$ cat src/rtl/ies_pkg.sv
// Shared types and constants for the image error statistics block.
// Used by every module under rtl/; depends on nothing.
`default_nettype none

package ies_pkg;

  // Raster limits and counter widths
  localparam int MAX_WIDTH  = 4096;
  localparam int MAX_HEIGHT = 4096;
  localparam int COL_W      = $clog2(MAX_WIDTH);
  localparam int ROW_W      = $clog2(MAX_HEIGHT);
  localparam int CMP_W      = 14;

  // Accumulator widths
  localparam int CNT_W  = 25;
  localparam int RSUM_W = 32;
  localparam int SQ_W   = 40;
  localparam int DSUM_W = 34;
  localparam int DABS_W = 32;
  localparam logic [CNT_W-1:0] COUNT_CAP = CNT_W'(24'hFFFFFF) + CNT_W'(1);

  // Configuration port
  localparam int CFG_W      = 13;
  localparam int CFG_ADDR_W = 3;
  localparam logic [CFG_ADDR_W-1:0] CFG_FRAME_WIDTH = 3'd0;
  localparam logic [CFG_ADDR_W-1:0] CFG_WIN_LEFT    = 3'd1;
  localparam logic [CFG_ADDR_W-1:0] CFG_WIN_TOP     = 3'd2;
  localparam logic [CFG_ADDR_W-1:0] CFG_WIN_RIGHT   = 3'd3;
  localparam logic [CFG_ADDR_W-1:0] CFG_WIN_BOTTOM  = 3'd4;

  // Frame queue between front and back
  localparam int QUEUE_DEPTH = 2;
  localparam int Q_PTR_W     = $clog2(QUEUE_DEPTH);
  localparam int Q_CNT_W     = $clog2(QUEUE_DEPTH + 1);

  // Back end arithmetic
  localparam int MUL_W  = 32;
  localparam int PROD_W = 2 * MUL_W;
  localparam int HALF_W = SQ_W / 2;
  localparam int NUM_W  = 64;
  localparam int DEN_W  = 49;
  localparam int QUOT_W = 24;
  localparam int FRAC_W = 8;
  localparam int STEP_W = $clog2(QUOT_W);

  typedef struct packed {
    logic [7:0] ref_pixel;
    logic [7:0] test_pixel;
    logic       frame_end;
  } in_item_t;

  typedef struct packed {
    logic [23:0] mse_q8;
    logic [21:0] ref_variance_q8;
    logic [23:0] diff_variance_q8;
    logic        diff_variance_zero;
    logic        empty_window;
    logic [24:0] pixel_count;
  } out_item_t;

  // Sums of one finished frame
  typedef struct packed {
    logic [CNT_W-1:0]         count;
    logic [RSUM_W-1:0]        ref_sum;
    logic [SQ_W-1:0]          ref_square_sum;
    logic signed [DSUM_W-1:0] diff_sum;
    logic [SQ_W-1:0]          diff_square_sum;
  } frame_stats_t;

  typedef enum logic [3:0] {
    ST_IDLE,
    ST_LOAD,
    ST_MSE_SET,
    ST_MUL_LO,
    ST_MUL_HI,
    ST_MUL_SQ,
    ST_MUL_NN,
    ST_DEN,
    ST_DIV_INIT,
    ST_DIV_STEP,
    ST_STORE,
    ST_OUT
  } back_state_t;

  typedef enum logic [1:0] {
    PASS_MSE,
    PASS_REF,
    PASS_DIFF
  } pass_t;

endpackage

`default_nettype wire

$ cat src/rtl/image_error_statistics_top.sv
// Top level of the image error statistics block.
// Depends on ies_pkg, ies_front, ies_queue and ies_back.
`default_nettype none

// Takes one (reference, test) pixel pair per clock in raster order and, on the
// pixel flagged frame_end, returns one transaction with the windowed MSE,
// reference variance and difference variance in unsigned Q8, the pixel count
// and the zero-variance and empty-window flags. Pixels are accepted every
// cycle while the frame queue has room; the front end accumulates one pixel
// per accepted clock with 8x8 squares and 40-bit adds. Each finished frame
// goes into a two-entry queue, and the back end turns it into a result: one
// shared 32x32 multiplier builds n*S2 - S1*S1 and n*n in four products, and
// a radix-2 divider computes each of the three quotients. Input stalls only
// while two frame records wait in the queue, so a run of short frames can
// throttle the input. Write the cfg_ registers only while the block is
// idle; indexes above the last register are ignored.
module image_error_statistics_top
  import ies_pkg::*;
(
  input  logic                  clk,
  input  logic                  rst_n,
  input  logic                  cfg_we,
  input  logic [CFG_ADDR_W-1:0] cfg_addr,
  input  logic [CFG_W-1:0]      cfg_wdata,
  input  logic                  in_valid,
  output logic                  in_ready,
  input  in_item_t              in_data,
  output logic                  out_valid,
  input  logic                  out_ready,
  output out_item_t             out_data
);

  logic         push;
  logic         push_ready;
  frame_stats_t push_data;
  logic         pop_valid;
  logic         pop;
  frame_stats_t pop_data;

  ies_front u_front (
    .clk         (clk),
    .rst_n       (rst_n),
    .cfg_we      (cfg_we),
    .cfg_addr    (cfg_addr),
    .cfg_wdata   (cfg_wdata),
    .in_valid    (in_valid),
    .in_ready    (in_ready),
    .in_data     (in_data),
    .stats_valid (push),
    .stats_ready (push_ready),
    .stats       (push_data)
  );

  ies_queue u_queue (
    .clk        (clk),
    .rst_n      (rst_n),
    .push       (push),
    .push_ready (push_ready),
    .push_data  (push_data),
    .pop_valid  (pop_valid),
    .pop        (pop),
    .pop_data   (pop_data)
  );

  ies_back u_back (
    .clk         (clk),
    .rst_n       (rst_n),
    .stats_valid (pop_valid),
    .stats       (pop_data),
    .stats_pop   (pop),
    .out_valid   (out_valid),
    .out_ready   (out_ready),
    .out_data    (out_data)
  );

endmodule

`default_nettype wire

$ cat src/rtl/ies_front.sv
// Front end: configuration registers, raster counters and window accumulators.
// Depends on ies_pkg; hands one frame_stats_t per frame to the frame queue.
`default_nettype none

module ies_front
  import ies_pkg::*;
(
  input  logic                  clk,
  input  logic                  rst_n,
  input  logic                  cfg_we,
  input  logic [CFG_ADDR_W-1:0] cfg_addr,
  input  logic [CFG_W-1:0]      cfg_wdata,
  input  logic                  in_valid,
  output logic                  in_ready,
  input  in_item_t              in_data,
  output logic                  stats_valid,
  input  logic                  stats_ready,
  output frame_stats_t          stats
);

  logic [12:0]              frame_width_r;
  logic [11:0]              win_left_r;
  logic [11:0]              win_top_r;
  logic [12:0]              win_right_r;
  logic [12:0]              win_bottom_r;

  logic [COL_W-1:0]         column_r;
  logic [ROW_W-1:0]         row_r;
  logic [CNT_W-1:0]         count_r;
  logic [RSUM_W-1:0]        ref_sum_r;
  logic [SQ_W-1:0]          ref_sq_r;
  logic signed [DSUM_W-1:0] diff_sum_r;
  logic [SQ_W-1:0]          diff_sq_r;

  logic [COL_W-1:0]         column_nxt;
  logic [ROW_W-1:0]         row_nxt;
  logic                     accept;
  logic                     in_window;
  logic                     take;
  logic signed [8:0]        diff;
  logic [7:0]               diff_abs;
  logic [15:0]              ref_sq;
  logic [15:0]              diff_sq;
  logic [12:0]              width_eff;
  logic                     line_end;

  // Configuration writes
  always_ff @(posedge clk) begin
    if (!rst_n) begin
      frame_width_r <= 13'(MAX_WIDTH);
      win_left_r    <= '0;
      win_top_r     <= '0;
      win_right_r   <= '1;
      win_bottom_r  <= '1;
    end else if (cfg_we) begin
      case (cfg_addr)
        CFG_FRAME_WIDTH: frame_width_r <= cfg_wdata;
        CFG_WIN_LEFT:    win_left_r    <= cfg_wdata[11:0];
        CFG_WIN_TOP:     win_top_r     <= cfg_wdata[11:0];
        CFG_WIN_RIGHT:   win_right_r   <= cfg_wdata;
        CFG_WIN_BOTTOM:  win_bottom_r  <= cfg_wdata;
        default: ;
      endcase
    end
  end

  // Stall only when no queue slot is free for a finished frame
  assign in_ready = stats_ready;
  assign accept   = in_valid && in_ready;

  // Window test; a negative right or bottom bound runs to the frame edge
  assign in_window = (CMP_W'(column_r) >= CMP_W'(win_left_r))
                  && (CMP_W'(row_r) >= CMP_W'(win_top_r))
                  && (win_right_r[12] || (CMP_W'(column_r) <= CMP_W'(win_right_r[11:0])))
                  && (win_bottom_r[12] || (CMP_W'(row_r) <= CMP_W'(win_bottom_r[11:0])));
  assign take = in_window && (count_r < COUNT_CAP);

  // Per-pixel terms
  assign diff     = $signed({1'b0, in_data.test_pixel}) - $signed({1'b0, in_data.ref_pixel});
  assign diff_abs = diff[8] ? 8'(-diff) : diff[7:0];
  assign ref_sq   = 16'(in_data.ref_pixel) * 16'(in_data.ref_pixel);
  assign diff_sq  = 16'(diff_abs) * 16'(diff_abs);

  // Updated sums, which also form the frame record on the last pixel
  always_comb begin
    stats = '0;
    stats.count           = count_r + CNT_W'(take);
    stats.ref_sum         = take ? ref_sum_r + RSUM_W'(in_data.ref_pixel) : ref_sum_r;
    stats.ref_square_sum  = take ? ref_sq_r + SQ_W'(ref_sq) : ref_sq_r;
    stats.diff_sum        = take ? diff_sum_r + DSUM_W'(diff) : diff_sum_r;
    stats.diff_square_sum = take ? diff_sq_r + SQ_W'(diff_sq) : diff_sq_r;
  end

  assign stats_valid = accept && in_data.frame_end;

  // Clamp the line length to one through MAX_WIDTH
  always_comb begin
    priority if (frame_width_r == '0) begin
      width_eff = 13'd1;
    end else if (frame_width_r > 13'(MAX_WIDTH)) begin
      width_eff = 13'(MAX_WIDTH);
    end else begin
      width_eff = frame_width_r;
    end
  end

  // Advance column and row; row saturates at the last row
  assign line_end = (CMP_W'(column_r) + CMP_W'(1)) >= CMP_W'(width_eff);

  always_comb begin
    column_nxt = column_r + COL_W'(1);
    row_nxt    = row_r;
    if (line_end) begin
      column_nxt = '0;
      if (row_r != ROW_W'(MAX_HEIGHT - 1)) begin
        row_nxt = row_r + ROW_W'(1);
      end
    end
  end

  // Accumulate, or clear after the last pixel of a frame
  always_ff @(posedge clk) begin
    if (!rst_n) begin
      column_r   <= '0;
      row_r      <= '0;
      count_r    <= '0;
      ref_sum_r  <= '0;
      ref_sq_r   <= '0;
      diff_sum_r <= '0;
      diff_sq_r  <= '0;
    end else if (accept) begin
      if (in_data.frame_end) begin
        column_r   <= '0;
        row_r      <= '0;
        count_r    <= '0;
        ref_sum_r  <= '0;
        ref_sq_r   <= '0;
        diff_sum_r <= '0;
        diff_sq_r  <= '0;
      end else begin
        column_r   <= column_nxt;
        row_r      <= row_nxt;
        count_r    <= stats.count;
        ref_sum_r  <= stats.ref_sum;
        ref_sq_r   <= stats.ref_square_sum;
        diff_sum_r <= stats.diff_sum;
        diff_sq_r  <= stats.diff_square_sum;
      end
    end
  end

endmodule

`default_nettype wire

$ cat src/rtl/ies_queue.sv
// Short queue of finished frame records between the front and back ends.
// Depends on ies_pkg for frame_stats_t and the queue depth.
`default_nettype none

module ies_queue
  import ies_pkg::*;
(
  input  logic         clk,
  input  logic         rst_n,
  input  logic         push,
  output logic         push_ready,
  input  frame_stats_t push_data,
  output logic         pop_valid,
  input  logic         pop,
  output frame_stats_t pop_data
);

  frame_stats_t         entry_r [QUEUE_DEPTH];
  logic [Q_PTR_W-1:0]   wr_ptr_r;
  logic [Q_PTR_W-1:0]   rd_ptr_r;
  logic [Q_CNT_W-1:0]   fill_r;

  assign push_ready = (fill_r != Q_CNT_W'(QUEUE_DEPTH));
  assign pop_valid  = (fill_r != '0);
  assign pop_data   = entry_r[rd_ptr_r];

  // Store pushed records
  always_ff @(posedge clk) begin
    if (push && push_ready) begin
      entry_r[wr_ptr_r] <= push_data;
    end
  end

  // Track pointers and fill level
  always_ff @(posedge clk) begin
    if (!rst_n) begin
      wr_ptr_r <= '0;
      rd_ptr_r <= '0;
      fill_r   <= '0;
    end else begin
      if (push && push_ready) begin
        wr_ptr_r <= wr_ptr_r + Q_PTR_W'(1);
      end
      if (pop && pop_valid) begin
        rd_ptr_r <= rd_ptr_r + Q_PTR_W'(1);
      end
      fill_r <= fill_r + Q_CNT_W'(push && push_ready) - Q_CNT_W'(pop && pop_valid);
    end
  end

endmodule

`default_nettype wire

$ cat src/rtl/ies_back.sv
// Back end: per-frame sequencer with one shared 32x32 multiplier and a
// radix-2 divider, ending in the result register. Depends on ies_pkg.
`default_nettype none

module ies_back
  import ies_pkg::*;
(
  input  logic         clk,
  input  logic         rst_n,
  input  logic         stats_valid,
  input  frame_stats_t stats,
  output logic         stats_pop,
  output logic         out_valid,
  input  logic         out_ready,
  output out_item_t    out_data
);

  back_state_t        state_r;
  back_state_t        state_nxt;
  pass_t              pass_r;

  logic [CNT_W-1:0]   n_r;
  logic [RSUM_W-1:0]  rsum_r;
  logic [SQ_W-1:0]    rsq_r;
  logic [DABS_W-1:0]  dabs_r;
  logic [SQ_W-1:0]    dsq_r;
  logic [PROD_W-1:0]  prod_r;
  logic [NUM_W-1:0]   num_r;
  logic [DEN_W-1:0]   den_r;
  logic [DEN_W-1:0]   rem_r;
  logic [QUOT_W-1:0]  low_r;
  logic [QUOT_W-1:0]  quot_r;
  logic [STEP_W-1:0]  step_r;
  logic [23:0]        mse_r;
  logic [21:0]        rv_r;
  logic [23:0]        dv_r;
  logic               dzero_r;
  logic               empty_r;
  logic               out_valid_r;
  out_item_t          out_data_r;

  logic [DABS_W-1:0]  s1;
  logic [SQ_W-1:0]    s2;
  logic [MUL_W-1:0]   mul_a;
  logic [MUL_W-1:0]   mul_b;
  logic [PROD_W-1:0]  mul_p;
  logic [DEN_W:0]     rem_sh;
  logic               rem_ge;
  logic               out_load;
  logic [DSUM_W-1:0]  dsum_neg;

  // Operands of the current variance pass
  assign s1 = (pass_r == PASS_REF) ? rsum_r : dabs_r;
  assign s2 = (pass_r == PASS_REF) ? rsq_r : dsq_r;

  // Shared multiplier
  assign mul_p = PROD_W'(mul_a) * PROD_W'(mul_b);

  // Divider step: shift in the next dividend bit, subtract when it fits
  assign rem_sh = {rem_r, low_r[QUOT_W-1]};
  assign rem_ge = rem_sh >= (DEN_W+1)'(den_r);

  assign dsum_neg = -stats.diff_sum;

  // Next state
  always_comb begin
    state_nxt = state_r;
    unique case (state_r)
      ST_IDLE:     if (stats_valid) state_nxt = ST_LOAD;
      ST_LOAD:     state_nxt = (stats.count == '0) ? ST_OUT : ST_MSE_SET;
      ST_MSE_SET:  state_nxt = ST_DIV_INIT;
      ST_MUL_LO:   state_nxt = ST_MUL_HI;
      ST_MUL_HI:   state_nxt = ST_MUL_SQ;
      ST_MUL_SQ:   state_nxt = ST_MUL_NN;
      ST_MUL_NN:   state_nxt = ST_DEN;
      ST_DEN:      state_nxt = ST_DIV_INIT;
      ST_DIV_INIT: state_nxt = ST_DIV_STEP;
      ST_DIV_STEP: if (step_r == STEP_W'(QUOT_W - 1)) state_nxt = ST_STORE;
      ST_STORE:    state_nxt = (pass_r == PASS_DIFF) ? ST_OUT : ST_MUL_LO;
      ST_OUT:      if (out_load) state_nxt = ST_IDLE;
      default:     state_nxt = ST_IDLE;
    endcase
  end

  // Outputs of the sequencer: queue pop, result load, multiplier operands
  always_comb begin
    stats_pop = 1'b0;
    out_load  = 1'b0;
    mul_a     = '0;
    mul_b     = '0;
    unique case (state_r)
      ST_LOAD: stats_pop = 1'b1;
      ST_MUL_LO: begin
        mul_a = MUL_W'(n_r);
        mul_b = MUL_W'(s2[HALF_W-1:0]);
      end
      ST_MUL_HI: begin
        mul_a = MUL_W'(n_r);
        mul_b = MUL_W'(s2[SQ_W-1:HALF_W]);
      end
      ST_MUL_SQ: begin
        mul_a = s1;
        mul_b = s1;
      end
      ST_MUL_NN: begin
        mul_a = MUL_W'(n_r);
        mul_b = MUL_W'(n_r);
      end
      ST_OUT: out_load = !out_valid_r || out_ready;
      default: ;
    endcase
  end

  always_ff @(posedge clk) begin
    if (!rst_n) begin
      state_r <= ST_IDLE;
    end else begin
      state_r <= state_nxt;
    end
  end

  // Datapath
  always_ff @(posedge clk) begin
    unique case (state_r)
      ST_LOAD: begin
        n_r     <= stats.count;
        rsum_r  <= stats.ref_sum;
        rsq_r   <= stats.ref_square_sum;
        dabs_r  <= stats.diff_sum[DSUM_W-1] ? dsum_neg[DABS_W-1:0]
                                             : stats.diff_sum[DABS_W-1:0];
        dsq_r   <= stats.diff_square_sum;
        pass_r  <= PASS_MSE;
        mse_r   <= '0;
        rv_r    <= '0;
        dv_r    <= '0;
        dzero_r <= 1'b0;
        empty_r <= (stats.count == '0);
      end
      ST_MSE_SET: begin
        num_r <= NUM_W'(dsq_r);
        den_r <= DEN_W'(n_r);
      end
      ST_MUL_LO: prod_r <= mul_p;
      ST_MUL_HI: begin
        prod_r <= mul_p;
        num_r  <= prod_r;
      end
      ST_MUL_SQ: begin
        prod_r <= mul_p;
        num_r  <= num_r + (prod_r << HALF_W);
      end
      ST_MUL_NN: begin
        prod_r <= mul_p;
        num_r  <= num_r - prod_r;
      end
      ST_DEN: den_r <= prod_r[DEN_W-1:0];
      ST_DIV_INIT: begin
        // The scaled dividend is num * 256; its top part is below the divisor
        rem_r  <= DEN_W'(num_r[NUM_W-1:QUOT_W-FRAC_W]);
        low_r  <= {num_r[QUOT_W-FRAC_W-1:0], FRAC_W'(0)};
        quot_r <= '0;
        step_r <= '0;
        if (pass_r == PASS_DIFF) begin
          dzero_r <= (num_r == '0);
        end
      end
      ST_DIV_STEP: begin
        rem_r  <= rem_ge ? DEN_W'(rem_sh - (DEN_W+1)'(den_r)) : rem_sh[DEN_W-1:0];
        low_r  <= low_r << 1;
        quot_r <= {quot_r[QUOT_W-2:0], rem_ge};
        step_r <= step_r + STEP_W'(1);
      end
      ST_STORE: begin
        unique case (pass_r)
          PASS_MSE: begin
            mse_r  <= quot_r;
            pass_r <= PASS_REF;
          end
          PASS_REF: begin
            rv_r   <= quot_r[21:0];
            pass_r <= PASS_DIFF;
          end
          PASS_DIFF: dv_r <= quot_r;
          default: ;
        endcase
      end
      default: ;
    endcase
  end

  // Result register; the next frame starts once a transaction frees it
  always_ff @(posedge clk) begin
    if (!rst_n) begin
      out_valid_r <= 1'b0;
    end else if (out_load) begin
      out_valid_r <= 1'b1;
    end else if (out_ready) begin
      out_valid_r <= 1'b0;
    end
  end

  always_ff @(posedge clk) begin
    if (out_load) begin
      out_data_r.mse_q8             <= mse_r;
      out_data_r.ref_variance_q8    <= rv_r;
      out_data_r.diff_variance_q8   <= dv_r;
      out_data_r.diff_variance_zero <= dzero_r;
      out_data_r.empty_window       <= empty_r;
      out_data_r.pixel_count        <= n_r;
    end
  end

  assign out_valid = out_valid_r;
  assign out_data  = out_data_r;

endmodule

`default_nettype wire

$ cat config.mk
export PLATFORM = sky130hd
export DESIGN_NAME = image_error_statistics_top
export DESIGN_NICKNAME = d
export VERILOG_FILES = /design/src/rtl/ies_pkg.sv /design/src/rtl/image_error_statistics_top.sv /design/src/rtl/ies_front.sv /design/src/rtl/ies_queue.sv /design/src/rtl/ies_back.sv
export SDC_FILE = /design/constraint.sdc
export NUM_CORES = 2
export LEC_CHECK = 0
export BUFFER_PORTS_ARGS = -buffer_cell sky130_fd_sc_hd__buf_2
export CAP_MARGIN = 20
export CORE_ASPECT_RATIO = 1.4
export CORE_MARGIN = 2
export CORE_UTILIZATION = 40
export CTS_CLUSTER_DIAMETER = 50
export DETAILED_ROUTE_END_ITERATION = 8
export GPL_ROUTABILITY_DRIVEN = 0
export GPL_TIMING_DRIVEN = 0
export PLACE_DENSITY = 0.68
export REMOVE_ABC_BUFFERS = 1
export SLEW_MARGIN = 20
export SYNTH_ARGS = -nofsm -noshare
export SYNTH_HDL_FRONTEND = slang
export SYNTH_SLANG_ARGS = --single-unit
$ cat constraint.sdc
create_clock -name clk -period 10.63 [get_ports clk]
set_input_delay 2.126 -clock clk [delete_from_list [all_inputs] [get_ports clk]]
set_output_delay 2.126 -clock clk [all_outputs]
set_load 0.01 [all_outputs]
# --- After elaboration in Yosys (flattened, before gate mapping) ---
# Memories as Yosys holds them, arrays and structs flattened. A register that Yosys moved wholly into a read port is not among the register bits.
# Index checks and enable logic that the tools add are counted.
# Widths: inputs -> output; s select.
word_totals:
  ff_bits: 886
  latchBits: 0
  ramBits: 342
  mem_bits_ro: 0
  input_bits: 38
  mem_count: 1
mem_list:
  columns: ["name", "depth", "word_bits", "rd", "rd_ports_with_merged_regs", "wr", "line_no", "text"]
  rows:
  - ["u_queue.entry_r", 2, 171, 1, 1, 1, "ies_queue.sv:18", "frame_stats_t entry_r [QUEUE_DEPTH];"]
classes:
  addsub: 19
  multipliers: 3
  div: 0
  magnitude_cmp: 8
  eq_ne: 28
  n_shift: 0
  mux: 53
  bitwise: 0
  n_reduce_logical: 42
ops:
  columns: ["cell", "count"]
  rows:
  - ["$pmux 64 s4", 1]
  - ["$mux 40", 5]
  - ["$pmux 49 s2", 2]
  - ["$pmux 24 s2", 4]
  - ["$mux 32", 4]
  - ["$pmux 32 s4", 1]
  - ["$add 40x16->40", 2]
  - ["$mux 34", 2]
  - ["$add 64x64->64", 1]
  - ["$logic_not 64->1", 1]
  - ["$mul 32x32->64", 1]
  - ["$pmux 32 s2", 1]
  - ["$sub 64x64->64", 1]
  - ["$mux 12", 5]
  - ["$ge 50x49->1", 1]
  - ["$mux 49", 1]
  - ["$sub 49x49->49", 1]
  - ["$mux 24", 2]
  - ["$pmux 22 s2", 1]
  - ["$pmux 4 s11", 1]
  - ["$add 34x9->34", 1]
  - ["$add 32x8->32", 1]
  - ["$mul 8x8->16", 2]
  - ["$neg 32->32", 1]
  - ["52 further kinds", 110]

# --- Depth between registers and ports, before layout ---
logic_depth:
  word_depth: 7
  ltp_mapped: 37

# --- Modules after synthesis ---
# A second synthesis with hierarchy kept.
hier_totals:
  cells_unflattened: 10003
  hier_area_um2: 99820.7
by_module_without_submodules:
  columns: ["mod", "instances", "cells_each", "area_each_um2", "seq_area_each_um2"]
  rows:
  - ["ies_back", 1, 6869, 66075.9, 18447.7]
  - ["ies_front", 1, 2573, 20784.9, 5165.0]
  - ["ies_queue", 1, 561, 12959.9, 10369.9]

# --- Worst setup path after synthesis ---
# OpenSTA, ideal clock, no wires.
synth_path:
  path_type: "input to register"
  startpoint: "input port in_valid"
  endpoint: "memory u_queue.entry_r[0][0] (netlist bit) (enable)"
  setup_ns: 0.703
  arrival_ns: 9.631
  setup_slack_ns: 0.296
  path_stages: 4
  n_path_buf: 1
  cell_sequence: "and2_1 clkbuf_1 nand2_1 nor2_1"
synth_via:
  elab_chain_len: 5
synth_rtl:
  columns: ["element", "line_no", "text"]
  rows:
  - ["start: declaration", "image_error_statistics_top.sv:25", "input logic in_valid,"]
  - ["$logic_and 1x1->1", "ies_front.sv:69", "assign accept = in_valid && in_ready;"]
  - ["$logic_and 1x1->1", "ies_front.sv:94", "assign stats_valid = accept && in_data.frame_end;"]
  - ["$logic_and 1x1->1", "ies_queue.sv:29", "if (push && push_ready) begin"]
  - ["$mux 1", "ies_queue.sv:29", null]
  - ["$mux 1 (implied by the code)", "ies_queue.sv:30", "entry_r[wr_ptr_r] <= push_data;"]
  - ["end: declaration", "ies_queue.sv:18", null]
# Every way passes these cells.

# --- Final worst setup path ---
layout_path:
  startpoint: "register u_back.state_r[3]"
  endpoint: "register u_back.prod_r[48] (data pin)"
layout_via:
  elab_chain_len: 4
  word_cells_on_any_way: 8
  cone_classes: "1 x mul; 4 x eq/ne; 2 x mux; 1 x reduce/logical"
layout_rtl:
  columns: ["element", "line_no", "text"]
  rows:
  - ["start: declaration", "ies_back.sv:18", "back_state_t state_r;"]
  - ["start signal: assignment", "ies_back.sv:118", "state_r <= state_nxt;"]
  - ["$eq 4x2->1 / $eq 4x3->1 (equally long branches)", "ies_back.sv:91", "unique case (state_r)"]
  - ["$reduce_or 3->1 (no line)", null, null]
  - ["$pmux 32 s2", "ies_back.sv:91", null]
  - ["$mul 32x32->64 *", "ies_back.sv:57", "assign mul_p = PROD_W'(mul_a) * PROD_W'(mul_b);"]
  - ["net u_back.mul_p[48]", "ies_back.sv:46", "logic [PROD_W-1:0] mul_p;"]
  - ["end signal: assignment", "ies_back.sv:143", "ST_MUL_LO: prod_r <= mul_p;"]
  - ["end signal: assignment", "ies_back.sv:145", "prod_r <= mul_p;"]
  - ["end signal: assignment", "ies_back.sv:149", "prod_r <= mul_p;"]
  - ["end: declaration", "ies_back.sv:27", "logic [PROD_W-1:0] prod_r;"]
# The timed path passes the listed nets; every way through them passes the cells marked *.
# A chain may end at the register's enable or synchronous reset.

==> flow_summary.yaml <==
die:
  dieArea_um2: 250600
  initial_core_util: 0.4024
  dieWidth_um: 423.6
  io_pins: 137
  die_y_um: 591.5
  rows: 215
  core_area_um2: 245100
synthesis:
  synth-seq-area-share: 0.3440
  ys.flop_type: "edfxtp_1"
  synth-edff-count: 951
  syn_inst: 9897
  synthArstFlopShare: 0
  avgSynthCellArea_um2: 9.963
  syn_area_um2: 98610
  ys_ff_latch: 1219
  synth.distinct_cells: 102
  yosysWarnings: 0
worst_setup_path:
  critPathArrivalTime_ns: 11.11
  cp-end-kind: "flop"
  cp.required_ns: 11.19
  reg2reg_depth: 33
  timing.rr.end: "u_back.prod_r[48]"
  critPathSlowestCell: "fa_1"
  worst_path_most_repeated_cell: "fa_1"
  path_class: "reg2reg"
  crit_fanout: 10
  rr_startpoint: "u_back.state_r[3]"
  cp_slowest_stage_delay_ns: 0.61
  r2r_slack_ns: 0.07
  start_kind: "flop"
route:
  via_count: 75530
  dr.pass1.iters: 8
  antenna_left: 0
  wl_mm: 301.4
  wire_per_inst_um: 22.66
  drt_iter0_drc: 6556
  via_per_inst: 5.680
  remaining_drc_errors: 0
clock_tree:
  cts_max_path_buffers: 3
  path_clk_slew_ns: 0.06
  numCtsBuffers: 140
  cts_hold_buf: 0
  cts_tree: "built"
  clock_latency_ns: 0.84
  h-tree-depth: 4
  cts_root_buffer: "clkbuf_16"
  clock-sinks: 1219
global_route:
  grt_use_total: 0.2372
  grt_pass1_vias: 78620
  grt_max_degree: 99
  grt_pass1_wl_mm: 455.9
  gr-total-overflow: 0
  antenna_found_initial: 18
sta:
  min_period_ns: 10.56
  skew_ns: 0.06104
  slew_violations: 0
  hold_viol: 0
  rsz0062_at_grt: "false"
  fin_hold_ws_ns: 0.4170
  fin_tns_setup_ns: 0
  tightest_slew_ns: 1.259
  worst_slack_ns: 0.07388
  fmax_mhz: 94.73
  finalCritPeriodShare: 0.9930
  maxSlewHeadroom: 0.1603
  setup_viol: 0
placement:
  port_buffers: 136
  hpwl_mm: 229.8
  place_worst_setup_slack_ns: -1.757
cells_and_area:
  num-fill-cells: 22290
  nets: 11550
  multiInputGateArea_um2: 58850
  ff_latch_area_um2: 33940
  area_growth_pct: 11.88
  drive_gt1_frac: 0.09898
job:
  drv_cap: 0
pwr:
  total_power_mw: 22.25
  irDropWorstVdd_mv: 0.2873
  p_per_area_nw_per_um2: 201.7
  cellLeakagePower_nw: 47.97
min_path:
  hold_class: "reg2reg"
  worstHoldStart: "u_back.rv_r[13]"
  holdPathEnd: "u_back.out_data[64]"
  min_path_cells: 0
outcome:
  status: "finished, final reports clean"
cell usage after synthesis (199+ instances only):
cell type  count  area [um2]
a21o_1       205        1539
a21oi_1      556        2783
clkbuf_1     396        1486
dfxtp_1      268        5365
edfxtp_1     951       28560
fa_1         980       19620
ha_1         619        7745
inv_1       1331        4996
mux2_2       199        2241
nand2_1     1030        3866
nor2_1       993        3727
o21ai_0      368        1842
xnor2_1      281        2461
metrics by stage:
step / instance area, um2 / utilization / cells
final: 110300 / 0.4502 / 13300
after global routing: 110300 / 0.4501 / 13290
after CTS: 110000 / 0.4488 / 13270
after detailed placement: 104800 / 0.4277 / 13000
after global placement: 101500 / 0.4141 / 12810
after floorplan: 96730 / - / 9418
routing by layer:
layer,vias to the layer above,routed length [um],part of all wire,global-route usage
met5,-,80,0.00027,0
met4,14,28350,0.094,0.1864
met3,1386,26000,0.086,0.05330
met2,3982,145600,0.48,0.4083
met1,36860,101300,0.34,0.2511
li1,33290,-,-,-
state kept, by name, summed over array words and instances (netlist names), 34 cells and up, named ones only:
register            count
u_front.diff_sq_r      40
u_back.num_r           64
u_back.prod_r          64
u_queue.entry_r       340
u_front.diff_sum_r     34
u_back.rem_r           49
u_front.ref_sq_r       40
u_back.out_data        97
u_back.dsq_r           40
u_back.den_r           49
u_back.rsq_r           40
power by group:
group          switching (mW)  total, mW  internal [mW]
logic                    6.20       9.95           3.75
clock network            2.11       5.00           2.89
registers               0.854       7.30           6.45
worst max path at each step:
stage,from,to,depth (start not counted)
floorplan,u_back.state_r[1],u_back.prod_r[62],28
CTS,u_back.state_r[3],u_back.prod_r[63],32
global placement,u_back.state_r[1],u_back.prod_r[60],25
global route,u_back.state_r[3],u_back.prod_r[48],33
detailed placement,u_back.state_r[0],u_back.prod_r[63],29
finish,u_back.state_r[3],u_back.prod_r[48],33
timing repair:
item | CTS | global route
cloned | 2 | 2
endpoints found under the setup margin | 86 | 75
resized for setup | 36 | 32
pin swaps | 1 | 4
buffers inserted | 9 | 20
critical path: cells and delay by family (launching register included):
kind / cells / cell delay [ns]
AO/OA/AOI/OAI: 8 / 2.57
buffers and inverters: 11 / 2.02
XOR/XNOR: 1 / 0.08
AND/OR/NAND/NOR: 4 / 0.69
adder cells (fa/ha/maj): 9 / 4.45
flip-flops: 1 / 0.41
placed cells by master (no fill, tap or decap), drive strengths merged, types with 281 or more instances in the layout:
| master | count |
|---|---|
| fa | 980 |
| xnor2 | 281 |
| inv | 1348 |
| nand2 | 1031 |
| nor2 | 994 |
| a21oi | 560 |
| edfxtp | 951 |
| ha | 619 |
| buf | 352 |
| o21ai | 397 |
final cells by class:
type,count,area share
well taps,3255,0.03692
repair inverters,3,0.0001588
clock buffers,172,0.03434
repair buffers,353,0.03181
diodes,10,0.0002268
multi-input cells,6865,0.5335
flip-flops and latches,1219,0.3077
clock inverters,85,0.009561
inverters,1335,0.04583
cell families after synthesis:
family | after synthesis | synth area share
XOR/XNOR | 432 | 0.03837
multiplexers | 288 | 0.03176
buffers and inverters | 1814 | 0.06989
AO/OA/AOI/OAI | 1774 | 0.1149
flip-flops | 1219 | 0.3440
adder cells (fa/ha/maj) | 1599 | 0.2775
AND/OR/NAND/NOR | 2771 | 0.1236
Power figures use the tool's default switching activity.
